File: src/hdl/ratt_pkg.sv
// Shared types and constants of the range address translation table.
// No dependencies.
`default_nettype none

package ratt_pkg;

  localparam int AddrW             = 64;
  localparam int StatusW           = 2;
  localparam int MaxEntriesDefault = 64;

  typedef enum logic {
    CmdInsert    = 1'b0,
    CmdTranslate = 1'b1
  } cmd_e;

  typedef enum logic [StatusW-1:0] {
    StOk    = 2'd0,
    StDup   = 2'd1,
    StFull  = 2'd2,
    StNoMap = 2'd3
  } status_e;

  // Request token moving down the cell chain. On a translate hit, len holds
  // the offset into the range and tgt the hit entry's physical base.
  typedef struct packed {
    logic             vld;
    cmd_e             cmd;
    logic             done;
    status_e          status;
    logic [AddrW-1:0] addr;
    logic [AddrW-1:0] len;
    logic [AddrW-1:0] tgt;
  } tok_t;

endpackage

`default_nettype wire

File: src/hdl/ratt_cell.sv
// One table entry plus the token register that links it to the next cell.
// Depends on ratt_pkg.
`default_nettype none

module ratt_cell (
  input  wire logic          clk_i,
  input  wire logic          rst_ni,
  input  wire logic          adv_i,
  input  wire ratt_pkg::tok_t tok_i,
  output ratt_pkg::tok_t     tok_o
);
  import ratt_pkg::*;

  logic             occ_q;
  logic [AddrW-1:0] base_q, len_q, tgt_q;
  tok_t             tok_d, tok_q;
  logic             wr;
  logic [AddrW:0]   diff;

  assign diff = {1'b0, tok_i.addr} - {1'b0, base_q};

  always_comb begin
    tok_d = tok_i;
    wr    = 1'b0;
    if (tok_i.vld && !tok_i.done) begin
      if (tok_i.cmd == CmdInsert) begin
        if (occ_q && (base_q == tok_i.addr)) begin
          tok_d.done   = 1'b1;
          tok_d.status = StDup;
        end else if (!occ_q) begin
          // first free cell: every occupied cell ahead was checked
          wr           = 1'b1;
          tok_d.done   = 1'b1;
          tok_d.status = StOk;
        end
      end else begin
        if (occ_q && !diff[AddrW] && (diff[AddrW-1:0] < len_q)) begin
          tok_d.done   = 1'b1;
          tok_d.status = StOk;
          tok_d.len    = diff[AddrW-1:0];
          tok_d.tgt    = tgt_q;
        end
      end
    end
  end

  always_ff @(posedge clk_i or negedge rst_ni) begin
    if (!rst_ni) begin
      occ_q <= 1'b0;
      tok_q <= '0;
    end else if (adv_i) begin
      tok_q <= tok_d;
      if (wr) occ_q <= 1'b1;
    end
  end

  always_ff @(posedge clk_i) begin
    if (adv_i && wr) begin
      base_q <= tok_i.addr;
      len_q  <= tok_i.len;
      tgt_q  <= tok_i.tgt;
    end
  end

  assign tok_o = tok_q;

endmodule

`default_nettype wire

File: config.mk
export PLATFORM = sky130hd
export DESIGN_NAME = ratt_cell
export DESIGN_NICKNAME = d
export VERILOG_FILES = /design/src/hdl/ratt_pkg.sv /design/src/hdl/ratt_cell.sv
export SDC_FILE = /design/constraint.sdc
export NUM_CORES = 1
export LEC_CHECK = 0
export ABC_AREA = 1
export ABC_CLOCK_PERIOD_IN_PS = 27500
export BUFFER_PORTS_ARGS = -buffer_cell sky130_fd_sc_hd__buf_2
export CAP_MARGIN = 20
export CORE_ASPECT_RATIO = 0.5
export CORE_MARGIN = 2
export CORE_UTILIZATION = 42
export CTS_BUF_LIST = sky130_fd_sc_hd__clkbuf_4
export DETAILED_ROUTE_END_ITERATION = 12
export PLACE_DENSITY = 0.7
export SLEW_MARGIN = 40
export SYNTH_ARGS = -nofsm -noshare
export SYNTH_HDL_FRONTEND = slang
export SYNTH_SLANG_ARGS = --single-unit
File: constraint.sdc
create_clock -name clk_i -period 27.5 [get_ports clk_i]
set_input_delay 1.375 -clock clk_i [delete_from_list [all_inputs] [get_ports clk_i]]
set_output_delay 1.375 -clock clk_i [all_outputs]
set_load 0.02 [all_outputs]
-- After elaboration in Yosys (flattened, before gate mapping)
Cells that the tools add are included.
W data, S select, Z words.
- add/sub/neg operators: 1
- $lt $le $gt $ge: 1
- equal/unequal tests: 1
- muxes and demuxes: 12
- reduce and logical (&&, ||, !) cells: 8
- operators with widths (operator ; number):
    $mux W128 ; 3
    $sub A64 B64 Y65 ; 1
    $eq A64 B64 Y1 ; 1
    $lt A64 B64 Y1 ; 1
    $mux W3 ; 5
    $logic_and A1 B1 Y1 ; 5
    $mux W1 ; 4
    $logic_not A1 Y1 ; 2
    $reduce_and A2 Y1 ; 1
- bits in registers: 390
- logic and storage cells: 34

-- Longest topological paths before layout
Gate-level depths: netlist (run 1).
- depth in word-level cells: 7
- mapped depth: 33
- depth with buffers taken out: 32

-- Worst setup path after synthesis (run 1)
Ideal clock, no wire load.
- path type: input port to flip-flop
- start: input adv_i
- end: register base_q[0], enable pin
- library setup time: 0.979 ns
- data arrival time: 14.876 ns
- path slack: 11.645 ns
- stages: 6
- buffers on the path: 2
- path through: clkbuf_1 -> inv_1 -> clkbuf_1 -> nor2_1 -> inv_1 -> nor3_1
- word-level cells in the longest chain between the ends: 1
- ends and longest elaborated chain (element ; line ; RTL):
    start, declared ; ratt_cell.sv:8 ; input wire logic adv_i,
    $logic_and A1 B1 Y1 ; ratt_cell.sv:58 ; if (adv_i && wr) begin
    end signal, assigned ; ratt_cell.sv:59 ; base_q <= tok_i.addr;
    end, declared ; ratt_cell.sv:15 ; logic [AddrW-1:0] base_q, len_q, tgt_q;
No other way between the ends.
A chain may end at the register's enable or synchronous reset.

-- Worst setup path after layout (run 1)
- start: input tok_i[149] (netlist name)
- end: register tok_q (netlist bit tok_o[91])
- word-level cells in the longest chain between the ends: 7
- ends and longest elaborated chain (element ; line ; RTL):
    start, declared ; ratt_cell.sv:9 ; input wire ratt_pkg::tok_t tok_i,
    $sub A64 B64 Y65 (*) ; ratt_cell.sv:20 ; assign diff = {1'b0, tok_i.addr} - {1'b0, base_q};
    parallel branches: the longest is 3 deep, another holds $lt A64 B64 Y1 ; - ;
    $mux W128 (*) ; ratt_cell.sv:37 ; if (occ_q && !diff[AddrW] && (diff[AddrW-1:0] < len_q)) begin
    $mux W128 (*) ; ratt_cell.sv:26 ; if (tok_i.cmd == CmdInsert) begin
    $mux W128 (*) ; ratt_cell.sv:25 ; if (tok_i.vld && !tok_i.done) begin
    end signal, assigned ; ratt_cell.sv:52 ; tok_q <= tok_d;
    end, declared ; ratt_cell.sv:16 ; tok_t tok_d, tok_q;
Every way passes the cells marked *.

==> impl_metrics.ini, run 1 <==
[status]
outcome = completed

[yosys]
synth.area.top_cells = edfxtp_1, dfrtp_1, nand2_1
syn_inst = 3193
synth_top_area_share_pct = 23.82
synth_seq_cells = 390
synth_top_cell_by_area = edfxtp_1
syn_avg_cell_area_um2 = 7.580
synth_warnings = 0
synth_seq_area_share_pct = 44.29
netlist-cell-type-count = 41
syn_nets = 3521
synth_area_um2 = 24200

[floorplan]
die-area_um2 = 59680
die_x_um = 343.5
die_height_um = 173.7
core_area_um2 = 57170
start_util_pct = 42.33
ios = 397
placementRows = 62

[global_route]
grt_use_total_pct = 24.26
grt_start_max_net_pins = 82
grt-ovfl-total = 0
grt_pass1_vias = 20401
grt_first_pass_wirelength_um = 113200
antenna_found_initial = 11

[critical_path]
arrival_ns = 6.85
critPathMaxFanout = 54
path_class = primary input to register
critPathCaptureType = register
cp.buffers_inverters = 6
cpMostUsedCell = nand2_1
crit_cells = 28
slowest_stage = buf_4
ff2ff_path_depth = 30
worstReg2RegEnd = tok_o[91]$_DFFE_PN0P_
cp.required_ns = 28.24
path_delay_family = simple AND/OR/NAND/NOR gates
cp-start-kind = primary input
r2r_start = base_q[11]$_DFFE_PP_
cp_slowest_stage_delay_ns = 0.67
r2r_setup_slack_ns = 21.69

[clock_tree]
clock_latency_ns = 0.87
cts_inserted_buffers = 91
clk_pin_slew_ns = 0.08
holdBufCountCts = 0
root_buffer = clkbuf_4
cts_tree = done
clk_path_buf_depth = 3
clock-sinks = 390
post_cts_resized = 0
h-tree-depth = 3
cts_setup_buffers = 0

[sta]
worstMarginPinSlew_ns = 0.8531
fin_crit_ns = 6.113
setup_violations = 0
finClkSkew_ns = 0.09562
max_freq_mhz = 163.6
hold_viol = 0
relSlewSlack_pct = 43.12
rsz0062_at_grt = no
min_period_over_period_pct = 22.23
slew_violations = 0
setup_tns_ns = 0

[worst_hold_path]
min-delay-start = tok_o[158]$_DFFE_PN0P_
whs_path_depth = 2
hold-path-endpoint = tok_o[158]$_DFFE_PN0P_
holdCritPathClass = register to register

[placement]
placed_area_um2 = 26770
port_buffers = 396
gp_congestion = 1.011
placed_cells = 4289
place_hpwl_um = 55040

[pwr]
powerDensity_nw_per_um2 = 50.61
finalPower_mw = 1.421
p_leak_nw = 15.94
ir_worst_vdd_mv = 0.02167

[finish]
layout-drive-gt1-share_pct = 19.34
nFillCells = 5601
stdcell_count = 4472
nNetsFinal = 3943
fin_area_um2 = 28070
area_growth_syn_to_layout_pct = 15.99

[drt]
vias = 21449
drt_first_pass_iters = 5
antenna_left = 0
routed_wl_um = 73310
drc_errors = 0
drtIter0Drc = 1662
routed_via_density = 4.796
wl_per_cell_um = 16.39

[job]
drv_cap = 0
## layer usage
metal  wire, um  track usage (%)
met5          0                0
met4       2289            8.988
met3       4658            4.134
met2      33950            38.91
met1      32420            32.94
## metrics by stage
step                      hold slack (ns)  util, %  setup slack [ns]
final                              0.4642    49.10             21.39
after global routing               0.4844    49.10             20.95
after CTS                          0.4689    49.00             21.47
after detailed placement           0.4533    46.83             20.57
after global placement             0.4480    46.67             20.18
after floorplan                    0.5138        -             11.64
## cells in the mapped netlist
| cell type | number |
|---|---|
| nor3_1 | 20 |
| inv_2 | 3 |
| dfrtp_1 | 198 |
| nand2_1 | 1226 |
| nand4_2 | 1 |
| a21o_1 | 1 |
| a21oi_1 | 80 |
| nand3_1 | 191 |
| nor4_1 | 2 |
| a31oi_1 | 1 |
| or2_1 | 1 |
| nand3_2 | 106 |
| buf_1 | 2 |
| nand3b_1 | 13 |
| nor3_2 | 1 |
| nor3b_1 | 1 |
| clkbuf_1 | 43 |
| o21a_1 | 5 |
| o21ai_0 | 15 |
| xnor2_1 | 15 |
| inv_1 | 708 |
| a211oi_1 | 1 |
| ha_1 | 127 |
| buf_6 | 9 |
| a21oi_2 | 2 |
| nor2_1 | 125 |
| nand2_4 | 7 |
| clkinv_1 | 1 |
| and2_1 | 2 |
| buf_12 | 11 |
| xor2_1 | 23 |
| nand4_1 | 14 |
| nor2_2 | 7 |
| buf_4 | 9 |
| edfxtp_1 | 192 |
| buf_2 | 12 |
| nor2_4 | 6 |
| nand2_2 | 7 |
| fa_1 | 1 |
| o211ai_1 | 1 |
| o21bai_1 | 3 |
## area by class of cell
type	instances	area (um2)	share of cell area, %
inverter	712	2678	9.537
clock inverter	22	133.9	0.4769
timing repair buffer	415	2227	7.933
multi-input combinational	2005	10210	36.38
sequential	390	10720	38.19
tap	768	960.9	3.423
antenna	12	30.03	0.1070
clock buffer	148	1111	3.958
## how the worst max path moves through the flow
stage,from,end,slack [ns]
2_1_floorplan,adv_i,base_q[0]$_DFFE_PP_,11.64
3_3_place_gp,tok_i[140],tok_o[92]$_DFFE_PN0P_,20.18
3_5_place_dp,tok_i[151],tok_o[91]$_DFFE_PN0P_,20.57
4_1_cts,tok_i[151],tok_o[91]$_DFFE_PN0P_,21.47
5_1_grt,tok_i[136],tok_o[91]$_DFFE_PN0P_,20.95
6_report,tok_i[149],tok_o[91]$_DFFE_PN0P_,21.39
## placed cells by master, fill, tap and decap left out, drive strengths merged, types with 2 or more instances in the layout
cell type  netlist  final
nand3          297    297
clkinvlp         0      2
nor2           138    138
nand2         1240   1240
o21ai           15     15
nand4           15     15
xor2            23     23
a21oi           82     82
clkbuf          43    149
dfrtp          198    198
buf             43    414
and2             2      2
o21a             5      5
xnor2           15     15
nor3            21     21
nor4             2      2
o21bai           3      3
nand3b          13     13
edfxtp         192    192
ha             127    127
clkinv           1     17
inv            711    714
diode            0     12
## cell families (layout without fill, tap and decap cells)
kind of cell,count (synthesis),in the layout,synth area share (%)
simple gates,1730,1730,31.68
buf+inv,798,1297,13.60
fa+ha+maj,128,128,6.648
flops,390,390,44.29
compound gates,109,109,2.404
xor+xnor,38,38,1.375
other cells,0,12,0
## registers in the layout, indices dropped and copies added (netlist names)
| signal | flops |
|---|---|
| tok_o | 197 |
| occ_q | 1 |
| base_q | 64 |
| tgt_q | 64 |
| len_q | 64 |
## power breakdown
group	switching, mW	internal [mW]	leakage [nW]
Combinational	0.181	0.0817	11.1
Clock	0.250	0.254	0.739
Sequential	0.0146	0.640	4.13
## worst register-to-register path: cells and delay by family (launching register included)
| kind | cells | cell delay [ns] |
|---|---|---|
| adder cells (fa/ha/maj) | 2 | 0.64 |
| AND/OR/NAND/NOR | 20 | 3.11 |
| AO/OA/AOI/OAI | 2 | 0.48 |
| buffers and inverters | 6 | 1.12 |
| flip-flops | 1 | 0.34 |
(Power assumes the default switching activity.)
==> run 2: changes to the inputs <==
Settings changed: ABC_CLOCK_PERIOD_IN_PS 27500 to 5250, PLACE_DENSITY 0.7 to 0.73.
Clock period 27.5 ns to 5.25 ns, I/O delays scaled along.
==> impl_metrics.ini, run 2 (synthesized netlist as in run 1, its figures left out) <==
[status]
outcome = completed

[floorplan]
die_height_um = 173.7
placementRows = 62
start_util_pct = 42.33
die-area_um2 = 59680
die_x_um = 343.5
ios = 397
core_area_um2 = 57170

[clock_tree]
clk_path_buf_depth = 3
clk_pin_slew_ns = 0.08
h-tree-depth = 3
clock_latency_ns = 0.87
cts_inserted_buffers = 95
cts_tree = done
clock-sinks = 390
root_buffer = clkbuf_4

[placement]
placed_area_um2 = 26970
placed_cells = 4299
port_buffers = 396
place_hpwl_um = 56150
gp_congestion = 0.9930
dpl_worst_slack_ns = 0.1336

[global_route]
grt_first_pass_wirelength_um = 120800
grt_use_total_pct = 25.77
antenna_found_initial = 7
grtUsageMet3_pct = 5.143
grt-ovfl-total = 0
busiest_layer = met2
met1_usage_pct = 34.30
grt_use_met2_pct = 40.63
grt_start_max_net_pins = 145
grt_pass1_vias = 22255

[sta]
finClkSkew_ns = 0.07264
fin_crit_ns = 4.951
rsz0062_at_grt = no
setup_violations = 0
worst_hold_slack_ns = 0.1303
worstMarginPinSlew_ns = 0.8304
max_freq_mhz = 202.0
setup_tns_ns = 0
hold_viol = 0
slew_violations = 0
min_period_over_period_pct = 94.30
setup_ws_ns = 0.2991
relSlewSlack_pct = 44.64

[finish]
final_common_cell = nand2_1
fin_area_um2 = 30360
utilization_pct = 53.11
nNetsFinal = 4164
largest_register_ffs = 197
layout_common_cells = nand2_1, inv_1, buf_2
area_growth_syn_to_layout_pct = 25.45
stdcell_count = 4693
layout-drive-gt1-share_pct = 18.82

[critical_path]
cpMostUsedCell = nand2_1
path_delay_family = simple AND/OR/NAND/NOR gates
cp_slowest_stage_delay_ns = 0.38
arrival_ns = 5.69
critPathMaxFanout = 25
crit_cells = 31
cp.required_ns = 5.99
critPathCaptureType = register
path_class = register to register
cp.buffers_inverters = 6
cp-start-kind = register
slowest_stage = edfxtp_1
ff2ff_path_depth = 31

[worst_hold_path]
whs_path_depth = 2
holdCritPathClass = primary input to register

[pwr]
ir_worst_vdd_mv = 0.1299
powerDensity_nw_per_um2 = 252.1
p_leak_nw = 16.93
finalPower_mw = 7.655

[drt]
vias = 22622
antenna_left = 0
drtIter0Drc = 1900
wl_per_cell_um = 16.65
routed_wl_um = 78120
drt_first_pass_iters = 7
routed_via_density = 4.820
drc_errors = 0

[job]
drv_cap = 0
## run 2: cell count changes in the layout (fill, tap and decap cells not counted), sizes merged
cell         change
dlygate4sd3    +203
buf             +14
clkinv           +9
diode            -3
clkbuf           -2
clkinvlp         -1
inv              +1
## run 2: what timing repair did
action	in CTS	in global routing
buffers inserted	0	5
setup endpoints to repair	0	114
hold buffers	203	0
resized for setup	0	4
hold endpoints to repair	470	0
## run 2: cell type report
type	instances	area, um2
Antenna cell	9	22.52
Multi-Input combinational cell	2005	10230
Sequential cell	390	10720
Clock buffer	146	1096
Fill cell	5250	26810
Tap cell	768	960.9
Timing Repair Buffer	632	4473
Clock inverter	31	176.4
Inverter	712	2680
## run 2: final timing paths
check	startpoint	to	slack, ns
max	base_q[0]$_DFFE_PP_	tok_o[87]$_DFFE_PN0P_	0.30
min	tok_i[88]	len_q[24]$_DFFE_PP_	0.13
max reg2reg	base_q[0]$_DFFE_PP_	tok_o[87]$_DFFE_PN0P_	0.30
min reg2reg	tok_o[187]$_DFFE_PN0P_	tok_o[187]$_DFFE_PN0P_	0.46
max in group asynchronous	rst_ni	tok_o[36]$_DFFE_PN0P_	3.44
min in group asynchronous	rst_ni	tok_o[55]$_DFFE_PN0P_	0.54
## run 2: where the power goes
group,switching (mW),internal (mW),leakage [nW],total (mW)
clock,1.35,1.33,0.764,2.68
sequential,0.0790,3.35,4.13,3.43
combinational,1.00,0.546,12.0,1.55
total,2.43,5.23,16.9,7.66
## run 2: layer usage
| metal | vias to the layer above | share of wire [%] | routed length [um] |
|---|---|---|---|
| met5 | - | 0 | 0 |
| met4 | 0 | 4.6 | 3558 |
| met3 | 200 | 6.6 | 5170 |
| met2 | 788 | 45 | 35310 |
| met1 | 10570 | 44 | 34080 |
| li1 | 11064 | - | - |
==> run 3: changes to the inputs <==
Settings changed: REMOVE_ABC_BUFFERS set to 1.
==> impl_metrics.ini, run 3 (synthesized netlist as in run 1, its figures left out) <==
[job]
drv_cap = 0

[critical_path]
crit_path_start = base_q[35]$_DFFE_PP_
path_class = register to register
critPathCaptureType = register
critPathMaxFanout = 46
cpMostUsedCell = nand2_1
cp-start-kind = register
cp_slowest_stage_delay_ns = 0.60
slowest_stage = dlygate4sd3_1
cp.required_ns = 6.02
r2r_start = base_q[35]$_DFFE_PP_
arrival_ns = 5.73

[placement]
port_buffers = 396
gp_congestion = 0.9995
place_hpwl_um = 59460

[sta]
max_freq_mhz = 201.7
slew_violations = 0
hold_viol = 0
rsz0062_at_grt = no
setup_tns_ns = 0
relSlewSlack_pct = 47.35
worstMarginPinSlew_ns = 0.7815
finClkSkew_ns = 0.08970
setup_violations = 0
fin_crit_ns = 4.957
min_period_over_period_pct = 94.42

[pwr]
p_leak_nw = 16.85
powerDensity_nw_per_um2 = 254.4
ir_worst_vdd_mv = 0.1510
finalPower_mw = 7.692

[global_route]
grt_start_max_net_pins = 114
antenna_found_initial = 9
grt_pass1_vias = 22555
grt_first_pass_wirelength_um = 125600
grt-ovfl-total = 0
grt_use_total_pct = 26.96

[drt]
antenna_left = 0
vias = 23064
drtIter0Drc = 2017
routed_via_density = 4.923
drt_first_pass_iters = 6
drc_errors = 0
wl_per_cell_um = 17.41
routed_wl_um = 81560

[clock_tree]
clk_path_buf_depth = 3
cts_setup_buffers = 0
cts_tree = done
cts_inserted_buffers = 96
root_buffer = clkbuf_4
clk_pin_slew_ns = 0.08
clock-sinks = 390
h-tree-depth = 3
clock_latency_ns = 0.86

[floorplan]
start_util_pct = 42.33
placementRows = 62
die_height_um = 173.7
die-area_um2 = 59680
die_x_um = 343.5
core_area_um2 = 57170
ios = 397

[worst_hold_path]
min-delay-start = tok_i[6]
holdCritPathClass = primary input to register

[finish]
largest_register_ffs = 197
nNetsFinal = 4153
layout_common_cells = nand2_1, inv_1, buf_2
final_common_cell = nand2_1
area_growth_syn_to_layout_pct = 24.93
layout-drive-gt1-share_pct = 18.66

[status]
outcome = completed
==> run 3: changes by cell type in the layout (fill, tap and decap cells not counted), sizes merged <==
| cell | change |
|---|---|
| clkinv | +1 |
| dlygate4sd3 | -2 |
| clkbuf | +4 |
| inv | -1 |
| diode | +1 |
| buf | -10 |
| bufinv | -1 |
==> run 3: final cells by class <==
class	instances	area (um2)
Multi-Input combinational cell	2005	10240
Clock buffer	150	1126
Inverter	712	2678
Sequential cell	390	10720
Fill cell	5269	26930
Tap cell	768	960.9
Clock inverter	30	157.7
Timing Repair Buffer	620	4334
Antenna cell	10	25.02
==> run 3: what timing repair did <==
action / in CTS / in global routing
hold buffers: 200 / 1
endpoints found under the setup margin: 0 / 1
endpoints found under the hold margin: 474 / 44
resized for setup: 0 / 5
==> run 3: final timing paths <==
path                                          end  slack, ns  depth (start not counted)
setup / recovery           tok_o[193]$_DFFE_PN0P_       0.29                         25
hold / removal                 tgt_q[6]$_DFFE_PP_       0.14                          2
setup reg to reg           tok_o[193]$_DFFE_PN0P_       0.29                         25
hold reg to reg            tok_o[170]$_DFFE_PN0P_       0.47                          2
max in group asynchronous  tok_o[177]$_DFFE_PN0P_       3.73                          4
min in group asynchronous   tok_o[23]$_DFFE_PN0P_       0.50                          3
==> run 3: metal layers <==
| metal | up-vias | wire length [um] | track usage [%] |
|---|---|---|---|
| met5 | - | 0 | 0 |
| met4 | 0 | 3625 | 12.30 |
| met3 | 235 | 5877 | 5.482 |
| met2 | 877 | 36590 | 41.81 |
| met1 | 10905 | 35480 | 36.35 |
| li1 | 11047 | - | - |
==> run 3: worst max-delay path, delay by kind of cell (launching register included) <==
| family | cells | cell delay, ns |
|---|---|---|
| buffers and inverters | 5 | 1.06 |
| flip-flops | 1 | 0.32 |
| adder cells (fa/ha/maj) | 2 | 0.67 |
| AND/OR/NAND/NOR | 18 | 2.81 |
==> run 3: through the flow <==
| stage | hold WS, ns | std cells | utilization (%) | setup slack, ns | cell area, um2 |
|---|---|---|---|---|---|
| 4_1_cts | 0.02499 | 4673 | 52.73 | 0.2140 | 30150 |
| 3_3_place_gp | 0.3923 | 4293 | 46.98 | 0.4480 | 26860 |
| 3_5_place_dp | 0.3874 | 4293 | 46.98 | 0.5013 | 26860 |
| 6_report | 0.1381 | 4685 | 52.89 | 0.2930 | 30240 |
| 2_1_floorplan | -0.03309 | 3107 | - | -11.18 | 23590 |
| 5_1_grt | 0.07846 | 4683 | 52.88 | 0.03108 | 30230 |
==> run 3: where the power goes <==
part / internal (mW) / leakage [nW] / switching [mW] / total, mW
combinational: 0.534 / 12.0 / 1.03 / 1.56
clock: 1.32 / 0.768 / 1.38 / 2.69
sequential: 3.35 / 4.13 / 0.0851 / 3.44
total: 5.20 / 16.8 / 2.49 / 7.69
